<file path="config.mk">
export PLATFORM = sky130hd
export DESIGN_NAME = c_subset_token_scanner_flat
export DESIGN_NICKNAME = d
export VERILOG_FILES = /design/src/design/cts_pkg.sv /design/src/design/cts_if.sv /design/src/design/c_subset_token_scanner.sv /design/src/design/cts_front.sv /design/src/design/cts_back.sv /design/src/flat_wrapper.sv
export SDC_FILE = /design/constraint.sdc
export NUM_CORES = 1
export LEC_CHECK = 0
export BUFFER_PORTS_ARGS = -buffer_cell sky130_fd_sc_hd__buf_4
export CORE_MARGIN = 5
export CORE_UTILIZATION = 57
export DETAILED_ROUTE_END_ITERATION = 8
export PLACE_DENSITY_LB_ADDON = 0.05
export REMOVE_ABC_BUFFERS = 1
export SYNTH_ARGS = -nofsm -noshare
export SYNTH_HDL_FRONTEND = slang
export SYNTH_SLANG_ARGS = --single-unit
</file>
<file path="constraint.sdc">
create_clock -name clk -period 8.72 [get_ports clk]
set_input_delay 1.744 -clock clk [delete_from_list [all_inputs] [get_ports clk]]
set_output_delay 1.744 -clock clk [all_outputs]
set_load 0.03 [all_outputs]
</file>
<file path="src/design/cts_pkg.sv">
// ----------------------------------------------------------------------------
// cts_pkg: shared types and constants of the token scanner
// Kind and error codes, field widths and the classified-beat record.
// ----------------------------------------------------------------------------
`default_nettype none
package cts_pkg;
    localparam int LENGTH_BITS_DEF = 16;
    localparam int VALUE_BITS_DEF  = 32;
    localparam int KIND_W   = 6;
    localparam int LEN_W    = 16;
    localparam int VAL_W    = 32;
    localparam int ERR_W    = 3;
    localparam int QUEUE_DEPTH = 4;

    localparam logic [KIND_W-1:0] K_LT = 6'd0, K_GT = 6'd1, K_LE = 6'd2, K_GE = 6'd3,
        K_SHL = 6'd4, K_SHR = 6'd5, K_ARROW = 6'd6, K_DEC = 6'd7, K_EQ = 6'd8,
        K_NE = 6'd9, K_PLUS = 6'd10, K_MINUS = 6'd11, K_STAR = 6'd12,
        K_PCT = 6'd14, K_ADDEQ = 6'd15, K_SUBEQ = 6'd16, K_MULEQ = 6'd17,
        K_MODEQ = 6'd19, K_OROR = 6'd20, K_ANDAND = 6'd21, K_INC = 6'd22,
        K_EOI = 6'd23, K_IF = 6'd24, K_INT = 6'd25, K_LBRK = 6'd26,
        K_RBRK = 6'd27, K_LBRC = 6'd28, K_RBRC = 6'd29, K_LPAR = 6'd30,
        K_RPAR = 6'd31, K_SEMI = 6'd32, K_COMMA = 6'd33, K_TILDE = 6'd34,
        K_AMP = 6'd35, K_BAR = 6'd36, K_CARET = 6'd37, K_BANG = 6'd38,
        K_ANDEQ = 6'd39, K_OREQ = 6'd40, K_XOREQ = 6'd41, K_HASH = 6'd43,
        K_ASSIGN = 6'd45, K_QUEST = 6'd46, K_IDENT = 6'd47, K_CONST = 6'd48,
        K_NONE = 6'd63;

    localparam logic [ERR_W-1:0] E_NONE = 3'd0, E_COMMENT = 3'd1, E_SLASH = 3'd2,
        E_HEX = 3'd3, E_OCT = 3'd4, E_CHAR = 3'd5;

    // one result of the scanner
    typedef struct packed {
        logic [KIND_W-1:0] kind;
        logic [LEN_W-1:0]  len;
        logic [VAL_W-1:0]  val;
        logic [ERR_W-1:0]  err;
    } token_t;

    // up to three results caused by one input beat
    typedef struct packed {
        logic [1:0] count;
        token_t     t0;
        token_t     t1;
        token_t     t2;
    } group_t;

    function automatic logic [KIND_W-1:0] single_kind(input logic [7:0] p);
        case (p)
            "<": single_kind = K_LT;
            ">": single_kind = K_GT;
            "-": single_kind = K_MINUS;
            "=": single_kind = K_ASSIGN;
            "!": single_kind = K_BANG;
            "|": single_kind = K_BAR;
            "&": single_kind = K_AMP;
            "+": single_kind = K_PLUS;
            "*": single_kind = K_STAR;
            "%": single_kind = K_PCT;
            "^": single_kind = K_CARET;
            default: single_kind = K_NONE;
        endcase
    endfunction

    function automatic logic [KIND_W-1:0] pair_kind(input logic [7:0] p,
                                                    input logic [7:0] c);
        pair_kind = K_NONE;
        case (p)
            "<": if (c == "=") pair_kind = K_LE; else if (c == "<") pair_kind = K_SHL;
                 else if (c == ":") pair_kind = K_LBRK; else if (c == "%") pair_kind = K_LBRC;
            ">": if (c == "=") pair_kind = K_GE; else if (c == ">") pair_kind = K_SHR;
            "-": if (c == ">") pair_kind = K_ARROW; else if (c == "-") pair_kind = K_DEC;
                 else if (c == "=") pair_kind = K_SUBEQ;
            "=": if (c == "=") pair_kind = K_EQ;
            "!": if (c == "=") pair_kind = K_NE;
            "|": if (c == "|") pair_kind = K_OROR; else if (c == "=") pair_kind = K_OREQ;
            "&": if (c == "&") pair_kind = K_ANDAND; else if (c == "=") pair_kind = K_ANDEQ;
            "+": if (c == "+") pair_kind = K_INC; else if (c == "=") pair_kind = K_ADDEQ;
            ":": if (c == ">") pair_kind = K_RBRK;
            "*": if (c == "=") pair_kind = K_MULEQ;
            "%": if (c == ">") pair_kind = K_RBRC; else if (c == "=") pair_kind = K_MODEQ;
                 else if (c == ":") pair_kind = K_HASH;
            "^": if (c == "=") pair_kind = K_XOREQ;
            default: pair_kind = K_NONE;
        endcase
    endfunction
endpackage
`default_nettype wire

</file>
<file path="src/design/cts_if.sv">
// ----------------------------------------------------------------------------
// cts channel interfaces
// Valid/ready channels for source bytes and for tokens.
// ----------------------------------------------------------------------------
`default_nettype none
interface cts_byte_if;
    logic       valid;
    logic       ready;
    logic [7:0] char_code;
    logic       final_char;
    modport source (output valid, char_code, final_char, input ready);
    modport sink   (input valid, char_code, final_char, output ready);
endinterface

interface cts_token_if;
    logic                       valid;
    logic                       ready;
    logic [cts_pkg::KIND_W-1:0] token_kind;
    logic [cts_pkg::LEN_W-1:0]  token_length;
    logic [cts_pkg::VAL_W-1:0]  const_value;
    logic [cts_pkg::ERR_W-1:0]  error_code;
    logic                       run_end;
    modport source (output valid, token_kind, token_length, const_value, error_code,
                    run_end, input ready);
    modport sink   (input valid, token_kind, token_length, const_value, error_code,
                    run_end, output ready);
endinterface
`default_nettype wire

</file>
<file path="src/design/c_subset_token_scanner.sv">
// ----------------------------------------------------------------------------
// c_subset_token_scanner: streaming lexer for a subset of C
// Top level joining the classifying front and the token sequencer.
// ----------------------------------------------------------------------------
// One source byte is taken each cycle unless the queue is full; the scanner
// state updates in fixed logic, so bytes stream at one per cycle while the
// queue has room. Each byte yields up to three tokens, held as one group in a
// four-entry queue and sent one token per beat; input stalls only while the
// queue is full.
`default_nettype none
module c_subset_token_scanner #(
    parameter int LENGTH_BITS = cts_pkg::LENGTH_BITS_DEF,
    parameter int VALUE_BITS  = cts_pkg::VALUE_BITS_DEF
) (
    input wire logic     clk,
    input wire logic     rst_n,
    cts_byte_if.sink     src,
    cts_token_if.source  tok
);
    cts_pkg::group_t grp;
    logic            grp_valid, grp_ready;

    cts_front #(.LENGTH_BITS(LENGTH_BITS), .VALUE_BITS(VALUE_BITS)) u_front (
        .clk, .rst_n,
        .in_valid(src.valid), .in_char(src.char_code), .in_final(src.final_char),
        .grp_ready, .in_ready(src.ready), .grp_valid, .grp
    );

    cts_back u_back (.clk, .rst_n, .grp_valid, .grp, .grp_ready, .tok);
endmodule
`default_nettype wire

</file>
<file path="src/design/cts_front.sv">
// ----------------------------------------------------------------------------
// cts_front: scanner state and classification
// Takes one byte a beat and produces the group of results it causes.
// ----------------------------------------------------------------------------
`default_nettype none
module cts_front #(
    parameter int LENGTH_BITS = cts_pkg::LENGTH_BITS_DEF,
    parameter int VALUE_BITS  = cts_pkg::VALUE_BITS_DEF
) (
    input  wire logic           clk,
    input  wire logic           rst_n,
    input  wire logic           in_valid,
    input  wire logic [7:0]     in_char,
    input  wire logic           in_final,
    input  wire logic           grp_ready,
    output logic                in_ready,
    output logic                grp_valid,
    output cts_pkg::group_t     grp
);
    typedef enum logic [3:0] {
        M_IDLE, M_SLASH, M_COMMENT, M_OP, M_IDENT, M_DEC, M_OCT, M_HEX
    } mode_t;

    localparam logic [LENGTH_BITS-1:0] LEN_MAX = {LENGTH_BITS{1'b1}};

    mode_t                   mode_reg, mode_next;
    logic [7:0]              pend_reg, pend_next;
    logic [LENGTH_BITS-1:0]  len_reg, len_next;
    logic [VALUE_BITS-1:0]   acc_reg, acc_next;
    logic [2:0]              kw_reg, kw_next;
    logic                    octbad_reg, octbad_next;
    logic                    star_reg, star_next;
    logic                    err_reg, err_next;

    cts_pkg::token_t         res [3];
    logic [1:0]              n;
    logic [LENGTH_BITS-1:0]  len_inc;
    logic [cts_pkg::LEN_W-1:0] len_out;
    logic [cts_pkg::VAL_W-1:0] val_out;
    logic                    fire;

    assign in_ready = grp_ready;
    assign fire     = in_valid && in_ready;
    assign len_inc  = (len_reg == LEN_MAX) ? len_reg : len_reg + 1'b1;

    // widths adapt when the parameters differ from the field widths
    always_comb
    begin
        len_out = '0;
        val_out = '0;
        for (int i = 0; i < cts_pkg::LEN_W; i++)
            if (i < LENGTH_BITS) len_out[i] = len_reg[i];
        for (int i = 0; i < cts_pkg::VAL_W; i++)
            if (i < VALUE_BITS) val_out[i] = acc_reg[i];
    end

    function automatic logic is_letter(input logic [7:0] c);
        is_letter = (c >= "a" && c <= "z") || (c >= "A" && c <= "Z") || c == "_";
    endfunction
    function automatic logic is_digit(input logic [7:0] c);
        is_digit = c >= "0" && c <= "9";
    endfunction

    always_comb
    begin
        logic                    consumed;
        logic                    hexd;
        logic [3:0]              hv;
        logic [cts_pkg::KIND_W-1:0] k;
        logic [7:0]              c;
        c = in_char;
        mode_next = mode_reg; pend_next = pend_reg; len_next = len_reg;
        acc_next = acc_reg; kw_next = kw_reg; octbad_next = octbad_reg;
        star_next = star_reg; err_next = err_reg;
        for (int i = 0; i < 3; i++) res[i] = '0;
        n = 2'd0;
        consumed = 1'b0;
        hexd = 1'b0; hv = 4'd0; k = cts_pkg::K_NONE;
        if (is_digit(c)) begin hexd = 1'b1; hv = c[3:0]; end
        else if ((c >= "a" && c <= "f") || (c >= "A" && c <= "F"))
        begin
            hexd = 1'b1; hv = 4'(c[3:0] + 4'd9);
        end
        if (!err_reg)
        begin
            unique case (mode_reg)
                M_COMMENT:
                begin
                    consumed = 1'b1;
                    if (star_reg && c == "/")
                    begin
                        mode_next = M_IDLE; star_next = 1'b0;
                    end
                    else star_next = (c == "*");
                end
                M_SLASH:
                begin
                    consumed = 1'b1;
                    if (c == "*") begin mode_next = M_COMMENT; star_next = 1'b0; end
                    else
                    begin
                        res[n].err = cts_pkg::E_SLASH; n = n + 1'b1;
                        err_next = 1'b1; mode_next = M_IDLE;
                    end
                end
                M_OP:
                begin
                    k = cts_pkg::pair_kind(pend_reg, c);
                    mode_next = M_IDLE;
                    if (k != cts_pkg::K_NONE)
                    begin
                        res[n].kind = k; n = n + 1'b1; consumed = 1'b1;
                    end
                    else
                    begin
                        k = cts_pkg::single_kind(pend_reg);
                        if (k == cts_pkg::K_NONE)
                        begin
                            res[n].err = cts_pkg::E_CHAR; n = n + 1'b1;
                            err_next = 1'b1; consumed = 1'b1;
                        end
                        else begin res[n].kind = k; n = n + 1'b1; end
                    end
                end
                M_IDENT:
                begin
                    if (is_letter(c) || is_digit(c))
                    begin
                        consumed = 1'b1; len_next = len_inc;
                        if (kw_reg == 3'd1 && c == "f") kw_next = 3'd2;
                        else if (kw_reg == 3'd1 && c == "n") kw_next = 3'd3;
                        else if (kw_reg == 3'd3 && c == "t") kw_next = 3'd4;
                        else kw_next = 3'd0;
                    end
                    else
                    begin
                        mode_next = M_IDLE;
                        if (kw_reg == 3'd2) res[n].kind = cts_pkg::K_IF;
                        else if (kw_reg == 3'd4) res[n].kind = cts_pkg::K_INT;
                        else begin res[n].kind = cts_pkg::K_IDENT; res[n].len = len_out; end
                        n = n + 1'b1;
                    end
                end
                M_DEC:
                begin
                    if (is_digit(c))
                    begin
                        consumed = 1'b1; len_next = len_inc;
                        acc_next = VALUE_BITS'((acc_reg << 3) + (acc_reg << 1)
                                   + VALUE_BITS'(c[3:0]));
                    end
                    else
                    begin
                        mode_next = M_IDLE;
                        res[n].kind = cts_pkg::K_CONST; res[n].len = len_out;
                        res[n].val = val_out; n = n + 1'b1;
                    end
                end
                M_OCT:
                begin
                    if (is_digit(c))
                    begin
                        consumed = 1'b1; len_next = len_inc;
                        if (c == "8" || c == "9") octbad_next = 1'b1;
                        acc_next = VALUE_BITS'((acc_reg << 3) + VALUE_BITS'(c[3:0]));
                    end
                    else if ((c == "x" || c == "X") && len_reg == LENGTH_BITS'(1))
                    begin
                        consumed = 1'b1; mode_next = M_HEX; len_next = len_inc;
                    end
                    else if (octbad_reg)
                    begin
                        consumed = 1'b1; res[n].err = cts_pkg::E_OCT; n = n + 1'b1;
                        err_next = 1'b1; mode_next = M_IDLE;
                    end
                    else
                    begin
                        mode_next = M_IDLE;
                        res[n].kind = cts_pkg::K_CONST; res[n].len = len_out;
                        res[n].val = val_out; n = n + 1'b1;
                    end
                end
                M_HEX:
                begin
                    if (hexd)
                    begin
                        consumed = 1'b1; len_next = len_inc;
                        acc_next = VALUE_BITS'((acc_reg << 4) | VALUE_BITS'(hv));
                    end
                    else if (is_letter(c))
                    begin
                        consumed = 1'b1; res[n].err = cts_pkg::E_HEX; n = n + 1'b1;
                        err_next = 1'b1; mode_next = M_IDLE;
                    end
                    else
                    begin
                        mode_next = M_IDLE;
                        res[n].kind = cts_pkg::K_CONST; res[n].len = len_out;
                        res[n].val = val_out; n = n + 1'b1;
                    end
                end
                default: consumed = 1'b0;
            endcase
            if (!consumed)
            begin
                mode_next = M_IDLE;
                case (c)
                    " ", 8'h09, 8'h0B, 8'h0C, 8'h0A, 8'h0D, 8'h00: ;
                    "/": mode_next = M_SLASH;
                    "~": begin res[n].kind = cts_pkg::K_TILDE; n = n + 1'b1; end
                    "?": begin res[n].kind = cts_pkg::K_QUEST; n = n + 1'b1; end
                    "[": begin res[n].kind = cts_pkg::K_LBRK; n = n + 1'b1; end
                    "]": begin res[n].kind = cts_pkg::K_RBRK; n = n + 1'b1; end
                    "{": begin res[n].kind = cts_pkg::K_LBRC; n = n + 1'b1; end
                    "}": begin res[n].kind = cts_pkg::K_RBRC; n = n + 1'b1; end
                    "(": begin res[n].kind = cts_pkg::K_LPAR; n = n + 1'b1; end
                    ")": begin res[n].kind = cts_pkg::K_RPAR; n = n + 1'b1; end
                    ";": begin res[n].kind = cts_pkg::K_SEMI; n = n + 1'b1; end
                    ",": begin res[n].kind = cts_pkg::K_COMMA; n = n + 1'b1; end
                    "<", ">", "-", "=", "!", "|", "&", "+", "*", "%", "^", ":":
                    begin
                        mode_next = M_OP; pend_next = c;
                    end
                    default:
                    begin
                        len_next = LENGTH_BITS'(1); acc_next = '0;
                        if (is_letter(c))
                        begin
                            mode_next = M_IDENT; kw_next = (c == "i") ? 3'd1 : 3'd0;
                        end
                        else if (c == "0")
                        begin
                            mode_next = M_OCT; octbad_next = 1'b0;
                        end
                        else if (is_digit(c))
                        begin
                            mode_next = M_DEC; acc_next = VALUE_BITS'(c[3:0]);
                        end
                        else
                        begin
                            res[n].err = cts_pkg::E_CHAR; n = n + 1'b1; err_next = 1'b1;
                        end
                    end
                endcase
            end
        end
        if (in_final)
        begin
            // close whatever the beat left open; the new state is what counts
            if (!err_next)
            begin
                unique case (mode_next)
                    M_COMMENT: begin res[n].err = cts_pkg::E_COMMENT; n = n + 1'b1; end
                    M_SLASH:   begin res[n].err = cts_pkg::E_SLASH; n = n + 1'b1; end
                    M_OP:
                    begin
                        k = cts_pkg::single_kind(pend_next);
                        if (k == cts_pkg::K_NONE) res[n].err = cts_pkg::E_CHAR;
                        else res[n].kind = k;
                        n = n + 1'b1;
                    end
                    M_IDENT:
                    begin
                        if (kw_next == 3'd2) res[n].kind = cts_pkg::K_IF;
                        else if (kw_next == 3'd4) res[n].kind = cts_pkg::K_INT;
                        else
                        begin
                            res[n].kind = cts_pkg::K_IDENT;
                            for (int i = 0; i < cts_pkg::LEN_W; i++)
                                if (i < LENGTH_BITS) res[n].len[i] = len_next[i];
                        end
                        n = n + 1'b1;
                    end
                    M_DEC, M_HEX, M_OCT:
                    begin
                        if (mode_next == M_OCT && octbad_next) res[n].err = cts_pkg::E_OCT;
                        else
                        begin
                            res[n].kind = cts_pkg::K_CONST;
                            for (int i = 0; i < cts_pkg::LEN_W; i++)
                                if (i < LENGTH_BITS) res[n].len[i] = len_next[i];
                            for (int i = 0; i < cts_pkg::VAL_W; i++)
                                if (i < VALUE_BITS) res[n].val[i] = acc_next[i];
                        end
                        n = n + 1'b1;
                    end
                    default: ;
                endcase
            end
            res[n] = '0; res[n].kind = cts_pkg::K_EOI; n = n + 1'b1;
            mode_next = M_IDLE; pend_next = '0; len_next = '0; acc_next = '0;
            kw_next = '0; octbad_next = 1'b0; star_next = 1'b0; err_next = 1'b0;
        end
    end

    always_ff @(posedge clk or negedge rst_n)
    begin
        if (!rst_n)
        begin
            mode_reg <= M_IDLE; pend_reg <= '0; len_reg <= '0; acc_reg <= '0;
            kw_reg <= '0; octbad_reg <= 1'b0; star_reg <= 1'b0; err_reg <= 1'b0;
        end
        else if (fire)
        begin
            mode_reg <= mode_next; pend_reg <= pend_next; len_reg <= len_next;
            acc_reg <= acc_next; kw_reg <= kw_next; octbad_reg <= octbad_next;
            star_reg <= star_next; err_reg <= err_next;
        end
    end

    assign grp_valid = fire && (n != 2'd0);
    assign grp.count = n;
    assign grp.t0 = res[0];
    assign grp.t1 = res[1];
    assign grp.t2 = res[2];
endmodule
`default_nettype wire

</file>
<file path="src/design/cts_back.sv">
// ----------------------------------------------------------------------------
// cts_back: result queue and token sequencer
// Holds groups in a short queue and sends their tokens one beat at a time.
// ----------------------------------------------------------------------------
`default_nettype none
module cts_back (
    input  wire logic        clk,
    input  wire logic        rst_n,
    input  wire logic        grp_valid,
    input  cts_pkg::group_t  grp,
    output logic             grp_ready,
    cts_token_if.source      tok
);
    localparam int DEPTH = cts_pkg::QUEUE_DEPTH;
    localparam int AW    = $clog2(DEPTH);

    cts_pkg::group_t  mem [DEPTH];
    logic [AW-1:0]    wr_reg, rd_reg;
    logic [AW:0]      cnt_reg;
    logic [1:0]       idx_reg;
    cts_pkg::group_t  head;
    cts_pkg::token_t  cur;
    logic             push, pop, last;

    assign head = mem[rd_reg];
    always_comb
    begin
        case (idx_reg)
            2'd0:    cur = head.t0;
            2'd1:    cur = head.t1;
            default: cur = head.t2;
        endcase
    end
    assign last      = (idx_reg + 2'd1) == head.count;
    assign grp_ready = cnt_reg != (AW+1)'(DEPTH);
    assign push      = grp_valid && grp_ready;
    assign pop       = tok.valid && tok.ready && last;

    assign tok.valid        = cnt_reg != '0;
    assign tok.token_kind   = cur.kind;
    assign tok.token_length = cur.len;
    assign tok.const_value  = cur.val;
    assign tok.error_code   = cur.err;
    assign tok.run_end      = last;

    always_ff @(posedge clk)
    begin
        if (push) mem[wr_reg] <= grp;
    end

    always_ff @(posedge clk or negedge rst_n)
    begin
        if (!rst_n)
        begin
            wr_reg <= '0; rd_reg <= '0; cnt_reg <= '0; idx_reg <= '0;
        end
        else
        begin
            if (push) wr_reg <= AW'(wr_reg + 1'b1);
            if (pop) rd_reg <= AW'(rd_reg + 1'b1);
            cnt_reg <= cnt_reg + (AW+1)'(push) - (AW+1)'(pop);
            // advance within the group, restart at its end
            if (tok.valid && tok.ready) idx_reg <= last ? 2'd0 : idx_reg + 2'd1;
        end
    end
endmodule
`default_nettype wire

</file>
<file path="src/flat_wrapper.sv">
// flat-port wrapper written by rule: the top's interface ports become plain ports
module c_subset_token_scanner_flat 
#(
    parameter int LENGTH_BITS = cts_pkg::LENGTH_BITS_DEF,
    parameter int VALUE_BITS  = cts_pkg::VALUE_BITS_DEF
)
  (clk, rst_n, src_valid, src_char_code, src_final_char, src_ready, tok_valid, tok_token_kind, tok_token_length, tok_const_value, tok_error_code, tok_run_end, tok_ready);
  cts_byte_if src_i ();
  cts_token_if tok_i ();
  input wire logic clk;
  input wire logic rst_n;
  input wire logic [$bits(src_i.valid)-1:0] src_valid;
  input wire logic [$bits(src_i.char_code)-1:0] src_char_code;
  input wire logic [$bits(src_i.final_char)-1:0] src_final_char;
  output wire logic [$bits(src_i.ready)-1:0] src_ready;
  output wire logic [$bits(tok_i.valid)-1:0] tok_valid;
  output wire logic [$bits(tok_i.token_kind)-1:0] tok_token_kind;
  output wire logic [$bits(tok_i.token_length)-1:0] tok_token_length;
  output wire logic [$bits(tok_i.const_value)-1:0] tok_const_value;
  output wire logic [$bits(tok_i.error_code)-1:0] tok_error_code;
  output wire logic [$bits(tok_i.run_end)-1:0] tok_run_end;
  input wire logic [$bits(tok_i.ready)-1:0] tok_ready;
  assign src_i.valid = src_valid;
  assign src_i.char_code = src_char_code;
  assign src_i.final_char = src_final_char;
  assign src_ready = src_i.ready;
  assign tok_valid = tok_i.valid;
  assign tok_token_kind = tok_i.token_kind;
  assign tok_token_length = tok_i.token_length;
  assign tok_const_value = tok_i.const_value;
  assign tok_error_code = tok_i.error_code;
  assign tok_run_end = tok_i.run_end;
  assign tok_i.ready = tok_ready;
  c_subset_token_scanner #(.LENGTH_BITS(LENGTH_BITS), .VALUE_BITS(VALUE_BITS)) u_core (.clk(clk), .rst_n(rst_n), .src(src_i), .tok(tok_i));
endmodule
</file>
==> qor.yml, run 1 <==
status:
  outcome: "finished, final reports clean"
hold_path:
  min_from: "u_core.u_back.idx_reg[1]"
  min_path_type: "register to register"
yosys:
  synth-seq-area-share_pct: 58.9
  async_flop_share_pct: 9.78
  ys_types: 109
  yosysWarnings: 0
  synthesis.area_um2: 38500
  synth_edf_count: 692
  synth_seq_cells: 767
  avgSynthCellArea_um2: 12.9
  netlist_instances: 2990
  synth_ff_type: "edfxtp_1"
global_routing:
  grt_start_max_net_pins: 89
  antenna_found_initial: 1
  busiest_layer: "met2"
  grt_pass1_vias: 26700
  grt_use_met1_pct: 43.6
  met2_usage_pct: 48.9
  track_usage_pct: 30.8
  grt_pass1_wl_um: 172000
  globalRouteMet3Util_pct: 5.31
  overflow: 0
clocking:
  ctsHoldBuffers: 0
  insertion_delay_ns: 0.65
  cts_tree: "done"
  cts_root_buf: "clkbuf_16"
  cts_sinks: 767
  post_cts_buffers: 0
  h-tree-depth: 3
  ctsResizeCount: 0
  cts_buffers: 80
  cts_max_path_buffers: 3
  path_clk_slew_ns: 0.06
finish:
  diodes: 0
  largest_reg_flops: 692
  final_layout_size_suffix_gt1_share_pct: 16.0
  fin_cells: 3963
  layout_common_cells: "692 x edfxtp_1, 341 x nand2_1, 246 x nor2_1"
  area_delta_synth_final_pct: 11.1
  nNetsFinal: 3120
  final_common_cell: "edfxtp_1"
floorplan:
  initial_core_util_pct: 57.4
  die_y_um: 270
  core_area_um2: 67000
  row_count: 95
  fp.dieArea_um2: 72800
  pin_count: 73
  die_w_um: 270
power:
  seqPwrFrac_pct: 37.1
  intPower_mw: 8.79
  power_density_nw_per_um2: 332
  ir_drop_mv: 0.343
  combPwrFrac_pct: 39.6
  p_leak_nw: 14.6
  switching_share_pct: 38.0
  clockPowerShare_pct: 23.4
  power_switching_mw: 5.39
sta:
  fmax_mhz: 134
  hold_ws_ns: 0.499
  skew_ns: 0.0363
  setup_tns_ns: 0
  maxSlewHeadroom_pct: 11.7
  fin_crit_sh_pct: 85.8
  final-setup-viol-count: 0
  worst_pin_slew_ns: 1.29
  rsz0062_at_grt: "no"
  final_max_slew_viol_count: 0
  hold_violations: 0
  finalCriticalPeriod_ns: 7.48
critical_path:
  crit_end: "u_core.u_back.cnt_reg[2]"
  critPathMaxFanout: 15
  r2r_cells: 24
  r2r_end: "u_core.u_back.cnt_reg[2]"
  startpoint: "src_char_code[1]"
  cp-start-kind: "input port"
  crit_required_ns: 9.28
  ff2ff_setup_slack_ns: 1.45
  rr_startpoint: "u_core.u_front.pend_reg[1]"
  path_class: "input port to register"
  cp.arrival_ns: 8.05
  setup.worst_path.end_class: "register"
route:
  drc: 0
  wl_um: 114000
  via_per_inst: 6.86
  ant_nets: 0
  wl_per_cell_um: 28.8
  num_vias: 27200
  first_pass_iters: 6
  drtIter0Drc: 3214
placed_design:
  place_hpwl_um: 76100
  place_congestion: 1.02
  portBuffers: 72
  place_inst: 3814
job:
  cap_violations: 0
-- critical path: stages --
cell and delay, ns:
buf_4 0.19, inv_1 0.15, ha_1 0.56, nand3_1 0.23
o211ai_1 0.30, a21oi_1 0.15, or4b_1 0.62, and2_4 0.21
o32ai_4 0.29, buf_4 0.24, nor2_1 0.15, nand3_1 0.22
o21ai_1 0.18, inv_1 0.12, ha_1 0.23, mux2i_1 0.25
ha_1 0.28, nand2_1 0.06, o21ai_0 0.13, a21oi_2 0.37
inv_1 0.09, ha_1 0.29, inv_1 0.05, ha_1 0.14
inv_1 0.05, fa_1 0.40, xnor2_1 0.19, xnor2_1 0.14
-- power groups by stage --
stage	logic [mW]	registers (mW)	clock network (mW)
after floorplan	3.66	5.55	0
after global placement	5.60	5.26	0
after detailed placement	5.62	5.32	0
after CTS	5.65	5.25	3.36
after global routing	5.94	5.32	3.55
final	5.61	5.26	3.31
-- routing by layer --
metal	up-vias	routed length, um
met3	254	9490
met5	-	0
met2	1471	53800
met4	0	4560
li1	11700	-
met1	13700	46200
-- stage by stage --
stage          total power, mW  cell area [um2]  util, %  setup WS [ns]
5_1_grt                   14.8            42700     63.8          0.759
4_1_cts                   14.3            42700     63.8           1.32
3_5_place_dp              10.9            40200     59.9          0.627
3_3_place_gp              10.9            40200     59.9          0.792
6_report                  14.2            42700     63.8           1.24
2_1_floorplan             9.21            37700        -          -2.95
-- cell families after synthesis --
| kind of cell | share of synthesized area [%] |
|---|---|
| buffers and inverters | 2.59 |
| flip-flops | 58.9 |
| AND/OR/NAND/NOR | 11.0 |
| adder cells (fa/ha/maj) | 2.82 |
| XOR/XNOR | 1.39 |
| AO/OA/AOI/OAI | 12.7 |
| multiplexers | 10.6 |
-- worst min path at each step --
stage | endpoint | cells after the start
finish | u_core.u_back.idx_reg[1] | 2
global route | u_core.u_back.cnt_reg[2] | 1
CTS | u_core.u_back.cnt_reg[2] | 1
detailed placement | u_core.u_back.cnt_reg[2] | 1
global placement | u_core.u_back.idx_reg[1] | 2
floorplan | u_core.u_back.idx_reg[1] | 2
-- area by class of cell --
| class | count | area (um2) |
|---|---|---|
| clock buffer | 106 | 2150 |
| fill | 5011 | 24300 |
| inverter | 51 | 191 |
| timing repair buffer | 151 | 1320 |
| clock inverter | 43 | 437 |
| multi-input combinational | 1972 | 14900 |
| tap | 873 | 1090 |
| sequential | 767 | 22700 |
-- Yosys cell counts, drive strengths merged, types with 59 or more instances --
library cell	n	area [um2]
ha	81	1010
o21ai	191	956
nor2	250	943
edfxtp	692	20800
mux4	173	3900
nor3	59	300
a22oi	78	586
nand3	63	315
nand2	342	1280
a21oi	146	753
clkbuf	139	522
buf	61	282
dfrtp	75	1880
Power figures use the tool's default switching activity.
==> run 2: changes to the inputs <==
--- a/config.mk
+++ b/config.mk
@@ -8,8 +8,9 @@
 export BUFFER_PORTS_ARGS = -buffer_cell sky130_fd_sc_hd__buf_4
 export CORE_MARGIN = 5
-export CORE_UTILIZATION = 57
+export CORE_UTILIZATION = 50
 export DETAILED_ROUTE_END_ITERATION = 8
 export PLACE_DENSITY_LB_ADDON = 0.05
 export REMOVE_ABC_BUFFERS = 1
+export SETUP_SLACK_MARGIN = 0.5
 export SYNTH_ARGS = -nofsm -noshare
 export SYNTH_HDL_FRONTEND = slang
==> constraint.sdc (replaced) <==
create_clock -name clk -period 8.72 [get_ports clk]
set_input_delay 1.744 -clock clk [delete_from_list [all_inputs] [get_ports clk]]
set_output_delay 1.744 -clock clk [all_outputs]
set_load 0.05 [all_outputs]
==> run 2 against run 1 <==
Non-clock buffer count increased by 21. Sequential power is essentially flat. Cell count grew 4.5%. Routed wire length increased by 3.3%. Combinational power increased by 9.8%. Setup slack worse by 0.19 ns. Power is 4.0% higher. Register-to-register slack improved by 0.09 ns. Clock-buffer cell count up 3. Via count fell by 0.69%. Largest power group unchanged.
==> qor.yml, run 2 (synthesis gave the netlist of run 1 again) <==
clocking:
  ctsHoldBuffers: 0  # unchanged
  cts_root_buf: "clkbuf_16"
  path_clk_slew_ns: 0.06  # about the same
  cts_sinks: 767  # unchanged
  h-tree-depth: 3  # unchanged
  cts_tree: "done"
  insertion_delay_ns: 0.65  # about the same
  cts_buffers: 82  # +2.5%
  post_cts_buffers: 0  # unchanged
  ctsResizeCount: 0  # unchanged
  cts_max_path_buffers: 3  # unchanged
route:
  via_per_inst: 6.51  # -5.0%
  drc: 0  # unchanged
  first_pass_iters: 6  # unchanged
  num_vias: 27000  # -0.69%
  drtIter0Drc: 2688  # -16%
  wl_um: 118000  # +3.3%
  ant_nets: 0  # unchanged
  wl_per_cell_um: 28.5  # -1.2%
global_routing:
  grt_pass1_wl_um: 178000  # +3.7%
  grt_use_met1_pct: 39.4  # -4.2 points
  met2_usage_pct: 46.2  # -2.7 points
  globalRouteMet3Util_pct: 4.55  # -0.76 points
  grt_start_max_net_pins: 91  # +2.2%
  antenna_found_initial: 0  # -1
  overflow: 0  # unchanged
  busiest_layer: "met2"
  grt_pass1_vias: 27400  # +2.5%
  track_usage_pct: 28.5  # -2.4 points
critical_path:
  path_class: "input port to register"
  ff2ff_setup_slack_ns: 1.54  # +0.09 ns
  rr_startpoint: "u_core.u_front.pend_reg[4]"
  r2r_cells: 24  # unchanged
  crit_required_ns: 9.28  # about the same
  cp-start-kind: "input port"
  cp.arrival_ns: 8.23  # +0.18 ns
  r2r_end: "u_core.u_back.cnt_reg[2]"
  setup.worst_path.end_class: "register"
  critPathMaxFanout: 17  # +2
finish:
  final_area_um2: 43100  # +0.84%
  final_layout_size_suffix_gt1_share_pct: 16.4  # +0.43 points
  layout_common_cells: "692 x edfxtp_1, 341 x nand2_1, 245 x nor2_1"
  largest_reg_flops: 692  # unchanged
  nNetsFinal: 3143  # +0.74%
  final_common_cell: "edfxtp_1"
  diodes: 0  # unchanged
  area_delta_synth_final_pct: 12.0
placed_design:
  placed_area_um2: 40500  # +0.81%
  place_hpwl_um: 79200  # +4.1%
  portBuffers: 72  # unchanged
  place_congestion: 0.967  # -5.0%
floorplan:
  die_w_um: 287  # +6.5%
  pin_count: 73  # unchanged
  fp.dieArea_um2: 82600  # +13%
  core_area_um2: 76100  # +13%
  initial_core_util_pct: 50.6  # -6.8 points
  row_count: 101  # +6.3%
  die_y_um: 287  # +6.5%
sta:
  hold_ws_ns: 0.489  # -0.00954 ns
  worst_pin_slew_ns: 1.25  # -0.0386 ns
  fmax_mhz: 130  # -2.4%
  hold_violations: 0  # unchanged
  final-setup-viol-count: 0  # unchanged
  final_max_slew_viol_count: 0  # unchanged
  fin_crit_sh_pct: 88.0  # +2.1 points
  maxSlewHeadroom_pct: 15.3  # +3.7 points
  rsz0062_at_grt: "no"
  skew_ns: 0.0449  # +0.00860 ns
  finalCriticalPeriod_ns: 7.67  # +0.187 ns
power:
  seqPwrFrac_pct: 35.6  # -1.5 points
  power_density_nw_per_um2: 342  # +3.1%
  ir_drop_mv: 0.531  # +55%
  power_switching_mw: 5.89  # +9.3%
  clockPowerShare_pct: 22.7  # -0.7 points
  combPwrFrac_pct: 41.8  # +2.2 points
  intPower_mw: 8.85  # +0.69%
  switching_share_pct: 40.0  # +2.0 points
  p_leak_nw: 14.7  # +0.67%
hold_path:
  min_from: "u_core.u_back.idx_reg[1]"
  holdPathEnd: "u_core.u_back.idx_reg[1]"
  min_path_type: "register to register"
  holdPathStages: 2  # unchanged
status:
  outcome: "finished, final reports clean"
job:
  cap_violations: 0  # unchanged
## run 2: changes by cell type in the layout (fill, tap and decap cells not counted), moves of 2 or more
cell / delta
buf_12: -3
clkbuf_8: -3
clkinv_1: +5
inv_8: -2
clkbuf_16: +3
buf_4: +24
clkinv_2: -4
clkbuf_1: +3
## run 2: worst max-delay path, stage by stage
cell	delay [ns]
buf_4	0.14
inv_1	0.13
ha_1	0.65
nand3_1	0.24
o211ai_1	0.34
a21oi_1	0.11
or4b_1	0.63
and2_4	0.22
o32ai_4	0.34
buf_4	0.27
a2111o_1	0.13
a32o_1	0.29
inv_1	0.10
ha_1	0.29
mux2i_1	0.24
ha_1	0.28
nand2_1	0.06
o21ai_0	0.13
a21oi_2	0.43
inv_1	0.16
ha_1	0.31
inv_1	0.05
ha_1	0.14
inv_1	0.06
fa_1	0.40
xnor2_1	0.18
xnor2_1	0.13
## run 2: metal layers
layer  vias up  share of wire [%]
li1      11800                  -
met1     13800                 42
met2      1202                 48
met3       245                6.9
met4         0                4.0
met5         -                  0
## run 2: worst max path at each step
stage                      from                  endpoint  cells after the start
2_1_floorplan  src_char_code[1]   u_core.u_back.mem[0][0]                     16
3_3_place_gp   src_char_code[1]  u_core.u_back.cnt_reg[2]                     27
3_5_place_dp   src_char_code[0]  u_core.u_back.cnt_reg[2]                     27
4_1_cts        src_char_code[0]  u_core.u_back.cnt_reg[2]                     27
5_1_grt        src_char_code[0]  u_core.u_back.cnt_reg[2]                     27
6_report       src_char_code[1]  u_core.u_back.cnt_reg[2]                     27
## run 2: area by class of cell
class,instances,area [um2]
clock buffer,109,2190
clock inverter,42,420
fill,6268,33000
inverter,51,191
multi-input combinational,1972,14900
sequential,767,22700
tap,1030,1290
timing repair buffer,172,1440
## run 2: power by group through the flow
stage | registers, mW | clock network (mW) | logic [mW]
floorplan | 5.55 | 0 | 4.12
global placement | 5.27 | 0 | 6.16
detailed placement | 5.32 | 0 | 6.17
CTS | 5.25 | 3.41 | 6.19
global route | 5.31 | 3.58 | 6.50
finish | 5.24 | 3.34 | 6.16
## run 2: through the flow
| stage | utilization [%] | total power, mW | worst slack [ns] | cells | TNS (ns) |
|---|---|---|---|---|---|
| after floorplan | - | 9.67 | -2.95 | 2790 | -2095.82 |
| after detailed placement | 53.2 | 11.5 | 0.410 | 3992 | 0 |
| final | 56.7 | 14.7 | 1.05 | 4143 | 0 |
| after CTS | 56.6 | 14.9 | 1.09 | 4143 | 0 |
| after global routing | 56.7 | 15.4 | 0.687 | 4143 | 0 |
| after global placement | 53.2 | 11.4 | 0.545 | 3992 | 0 |
